===== config.mk =====
export PLATFORM = sky130hd
export DESIGN_NAME = cse_mul
export DESIGN_NICKNAME = d
export VERILOG_FILES = /design/src/rtl/cse_pkg.sv /design/src/rtl/cse_mul.sv
export SDC_FILE = /design/constraint.sdc
export NUM_CORES = 2
export LEC_CHECK = 0
export BUFFER_PORTS_ARGS = -buffer_cell sky130_fd_sc_hd__clkbuf_2
export CORE_MARGIN = 2
export CORE_UTILIZATION = 52
export CTS_CLUSTER_SIZE = 16
export DETAILED_ROUTE_END_ITERATION = 8
export PLACE_DENSITY = 0.65
export SETUP_SLACK_MARGIN = 0.02
export SYNTH_ARGS = -nofsm -noshare
export SYNTH_HDL_FRONTEND = slang
export SYNTH_SLANG_ARGS = --single-unit
export TNS_END_PERCENT = 5

===== constraint.sdc =====
create_clock -name clk_i -period 13.49 [get_ports clk_i]
set_input_delay 3.3725 -clock clk_i [delete_from_list [all_inputs] [get_ports clk_i]]
set_output_delay 3.3725 -clock clk_i [all_outputs]
set_load 0.1 [all_outputs]

===== src/rtl/cse_pkg.sv =====
// ----------------------------------------------------------------------------
// cse_pkg
// Shared types, widths and helpers for the Chebyshev series evaluator.
// ----------------------------------------------------------------------------
package cse_pkg;

  localparam int unsigned NUM_COEFS_DEF = 32;

  localparam int unsigned DATA_W    = 32;
  localparam int unsigned ORD_W     = 5;
  localparam int unsigned REQ_W     = 2;
  localparam int unsigned CFG_IDX_W = 2;

  // shared multiplier: signed 33x33, so 32-bit unsigned operands fit
  localparam int unsigned MUL_W  = 33;
  localparam int unsigned PROD_W = 2 * MUL_W;

  localparam int unsigned ACC_W   = 80;  // accumulator, also holds |sum| * inv_half_span
  localparam int unsigned RES_W   = 64;  // rounded result before 32-bit clip
  localparam int unsigned T_W     = 28;  // t, signed, 26 fraction bits
  localparam int unsigned BASIS_W = 32;  // T_k / U_k, signed, 26 fraction bits
  localparam int unsigned TERM_W  = 40;  // rounded derivative term
  localparam int unsigned FRAC_T  = 26;

  localparam logic signed [BASIS_W-1:0] BASIS_ONE = 32'sh0400_0000;

  typedef enum logic [REQ_W-1:0] {
    REQ_LOAD  = 2'd0,
    REQ_VALUE = 2'd1,
    REQ_DERIV = 2'd2
  } req_e;

  typedef enum logic [CFG_IDX_W-1:0] {
    CFG_ORDER         = 2'd0,
    CFG_X_MIN         = 2'd1,
    CFG_X_MAX         = 2'd2,
    CFG_INV_HALF_SPAN = 2'd3
  } cfg_reg_e;

  typedef enum logic [4:0] {
    S_IDLE,
    S_CHECK,
    S_MAP1,
    S_MAP2,
    S_MAP3,
    S_TERM,
    S_ACC,
    S_ACCK,
    S_REC,
    S_REC2,
    S_VRND,
    S_DABS,
    S_DMLO,
    S_DMHI,
    S_DSUM,
    S_DRND,
    S_FIN
  } state_e;

  typedef struct packed {
    logic wr_en;
    logic rd_en;
  } mem_cmd_t;

  // shift right by n with rounding half away from zero
  function automatic logic signed [ACC_W-1:0] rnd_shr(input logic signed [ACC_W-1:0] v,
                                                     input int unsigned n);
    logic [ACC_W-1:0] mag;
    logic [ACC_W-1:0] half;
    logic [ACC_W-1:0] r;
    mag  = v[ACC_W-1] ? -v : v;
    half = ACC_W'(1) << (n - 1);
    r    = (mag + half) >> n;
    return v[ACC_W-1] ? -$signed(r) : $signed(r);
  endfunction

endpackage


===== src/rtl/cse_mul.sv =====
// ----------------------------------------------------------------------------
// cse_mul
// Shared signed multiplier with a registered product.
// ----------------------------------------------------------------------------
module cse_mul
  import cse_pkg::*;
(
  input  logic                     clk_i,
  input  logic                     en_i,
  input  logic signed [MUL_W-1:0]  a_i,
  input  logic signed [MUL_W-1:0]  b_i,
  output logic signed [PROD_W-1:0] prod_o
);

  logic signed [PROD_W-1:0] prod_q;

  always_ff @(posedge clk_i) begin
    if (en_i) begin
      prod_q <= a_i * b_i;
    end
  end

  assign prod_o = prod_q;

endmodule


[Word level (Yosys, flattened, before mapping)]
Cells that the tools add are included.
Word-level totals
  input port bits: 68
  word-level logic and storage cells: 2
  output and inout bits: 66
  bits in registers: 66
Cells by class
  multiply operators: 1
Operator list (number)
  $mul A33 B33 Y66: 1

[Longest topological paths before layout]
  word-level depth: 1
  depth in mapped cells: 27
  depth with buffers taken out: 26

[Least setup slack after synthesis]
Ideal clock, no wire load.
  path type: input to register
  start point: input port a_i[32]
  end point: register prod_q[62], in the netlist prod_o[62] (data pin)
  buffers on the path: 2
  cell stages on the path: 23
  data required time: 13221 ps
  arrival time: 10469 ps
  slack: 2752 ps
  setup time: 269 ps
  cell sequence: clkbuf_1 nand2_1 inv_1 fa_1 fa_1 fa_1 fa_1 fa_1 fa_1 fa_1 inv_1 fa_1 inv_1 ha_1 clkbuf_1 and3_1 nand3_1 nand2b_1 a2111oi_4 a211oi_4 a21o_2 a211oi_2 a211oi_2
On the way
  word-level cells in the longest chain between the ends: 1
RTL lines
  from (decl): RTL line cse_mul.sv:10  | input logic signed [MUL_W-1:0] a_i,
  $mul A33 B33 Y66: RTL line cse_mul.sv:19  | prod_q <= a_i * b_i;
  to (signal assigned): RTL line cse_mul.sv:19
  to (decl): RTL line cse_mul.sv:15  | logic signed [PROD_W-1:0] prod_q;
No other way between the ends.
A chain may end at the register's enable or synchronous reset.

[Worst setup path in the final report]
  start point: input port b_i[0]
  end point: register prod_q[64], in the netlist prod_o[64] (data pin)
On the way
  word-level cells in the longest chain between the ends: 1
RTL lines
  from (decl): RTL line cse_mul.sv:11  | input logic signed [MUL_W-1:0] b_i,
  $mul A33 B33 Y66: RTL line cse_mul.sv:19
No other way between the ends.

==> impl_metrics.ini <==
[global_routing]
grt_pass1_vias = 31188
antenna_found_initial = 4
grt-ovfl-total = 0
grt_pass1_wl_um = 174200
grt_max_degree = 67
grt_use_total = 0.2796

[clock_tree]
post-cts-setup-buffers = 0
cts_resized = 0
cts_tree = yes
cts_root_buf = clkbuf_16
cts.sinks = 66
cts_buffers = 9
htree_levels = 3
ctsHoldBuffers = 0
clk_pin_slew_ns = 0.07
clk_path_buf_depth = 2

[yosys]
syn_area_per_cell_sq_um = 9.542
yosysUniqueCellTypes = 80
yosysWarningCount = 0
synth_ff_type = edfxtp_1
ys_seq_area_frac = 0.04788
synthArstFlopShare = 0
synth_area_sq_um = 41390
syn_nets = 5768
synthCells = 4338
synth_edf_count = 66
synth-seq-cells = 66

[sta]
period_share = 0.8440
fin_crit_ns = 11.39
relSlewSlack = 0.2303
finalSetupViolations = 0
rsz0062_at_grt = no
fin_setup_tns_ns = 0
finalHoldViolCount = 0
tightest_slew_ns = 1.151
timing.fmax_ghz = 0.08783
report.final.slew_viol_count = 0

[layout]
final_layout_size_suffix_gt1_frac = 0.04871
final_nets = 5716
final_cell_mix = fa_1 (1145), inv_1 (1130), and2_1 (562)
syn_to_final_growth_pct = 3.911
largest_register_ffs = 66
final_common_cell = fa_1
fill_cells = 7282

[worst_setup_path]
critical_path.top_delay_family = adder cells
crit_path_frequent_cell = fa_1
worstPathCellList = clkbuf_2, nand2_1, inv_1, fa_1, fa_1, fa_1, fa_1, fa_1, fa_1, fa_1, inv_1, fa_1, inv_1, ha_1, nand3_1, nor2_1, nand2_1, nor3_1, o311ai_4, nand3_2, a211oi_1, a311oi_1
cp.arrival_ns = 11.52
crit_required_ns = 13.63
start_kind = input port
criticalPathCategory = in -> reg
worstSetupEndpointType = register
crit_slowest_cell = fa_1
worstPathMaxFanout = 33
cp_slowest_stage_delay_ns = 0.86
crit_buf_inv = 4

[die]
initial_core_util = 0.5248
io_pins = 134
die_w_um = 286.1
num_rows = 103
fp.dieArea_sq_um = 81880
die_h_um = 286.1
core_area_sq_um = 78870

[outcome]
status = finished clean

[route]
remaining_drc_errors = 0
num_vias = 28521
dr.pass1.iters = 5
ant_nets = 0
viasPerCell = 5.337
drt_iter0_markers = 1687
routed_wl_um = 109500
wl_per_cell_um = 20.49

[min_path]
worstHoldStart = en_i
hold_end = prod_o[64]
hold_path.class = in -> reg
holdPathStages = 2

[place]
io_buffers = 133
routabilityCongestion = 0.9267
post-dp-hpwl_um = 92080

[job]
cap_violations = 0
==> through the flow <==
| stage | util | area, sq um | setup slack [ns] | instances | hold slack (ns) |
|---|---|---|---|---|---|
| after floorplan | - | 41390 | 2.752 | 4338 | 3.485 |
| after global placement | 0.5415 | 42710 | 1.931 | 5325 | 4.079 |
| after detailed placement | 0.5415 | 42710 | 1.827 | 5325 | 4.077 |
| after CTS | 0.5453 | 43010 | 2.150 | 5341 | 3.770 |
| after global routing | 0.5454 | 43010 | 1.727 | 5344 | 3.785 |
| final | 0.5454 | 43010 | 2.104 | 5344 | 3.729 |
==> cell usage after synthesis (all sizes together) (3+ instances only) <==
library cell  number  area share
a21o              38      0.0070
xnor2             43      0.0091
and4               5      0.0011
and2             563       0.085
nand2            551       0.050
nor2b              5     0.00076
nand3             26      0.0033
o211ai             5      0.0012
nor3               7     0.00085
buf               13      0.0017
a31oi              9      0.0015
o21ai             33      0.0042
or2                3     0.00045
ha               217       0.066
o31ai              7      0.0025
xor2              25      0.0053
clkbuf           208       0.019
a21oi             61      0.0079
or3                3     0.00045
nor4               3     0.00082
a21boi             3     0.00082
inv             1131        0.10
nand4             12      0.0020
nand2b            12      0.0018
and3               6      0.0010
o21a               6      0.0011
a211oi            11      0.0027
a211o              6      0.0013
o21bai            11      0.0020
nor2              68      0.0062
fa              1145        0.55
edfxtp            66       0.048
a221oi             3      0.0011
==> worst max-delay path by stage <==
stage / from / to / slack [ns] / cells past startpoint
finish: b_i[0] / prod_o[64] / 2.10 / 22
global route: b_i[0] / prod_o[62] / 1.73 / 21
CTS: b_i[0] / prod_o[62] / 2.15 / 22
global placement: b_i[0] / prod_o[64] / 1.93 / 20
detailed placement: b_i[0] / prod_o[62] / 1.83 / 22
floorplan: a_i[32] / prod_o[62] / 2.75 / 23
==> logic make-up after synthesis <==
family | count (synthesis) | synth area share
AND/OR/NAND/NOR | 1271 | 0.1553
XOR/XNOR | 68 | 0.01439
AO/OA/AOI/OAI | 219 | 0.04002
flip-flops | 66 | 0.04788
buffers and inverters | 1352 | 0.1231
adder cells (fa/ha/maj) | 1362 | 0.6193
==> layout make-up <==
| type | instances | area, sq um | share of cell area |
|---|---|---|---|
| multi-input cells | 2920 | 34320 | 0.7978 |
| inverters | 1131 | 4245 | 0.09870 |
| flip-flops and latches | 66 | 1982 | 0.04608 |
| well taps | 1050 | 1314 | 0.03054 |
| repair buffers | 158 | 853.3 | 0.01984 |
| clock buffers | 10 | 229.0 | 0.005323 |
| clock inverters | 6 | 66.31 | 0.001542 |
| diodes | 3 | 7.507 | 0.0001745 |
==> metal layers <==
| metal | routed length, um | share of wire | global-route usage |
|---|---|---|---|
| met3 | 4834 | 0.044 | 0.02456 |
| met2 | 59910 | 0.55 | 0.5148 |
| met5 | 0 | 0 | 0 |
| met4 | 4867 | 0.044 | 0.1109 |
| met1 | 39870 | 0.36 | 0.3385 |
Power is left out: the tool's default activity adds up to more than one toggle a clock period on the data nets, which glitch-free logic cannot reach.
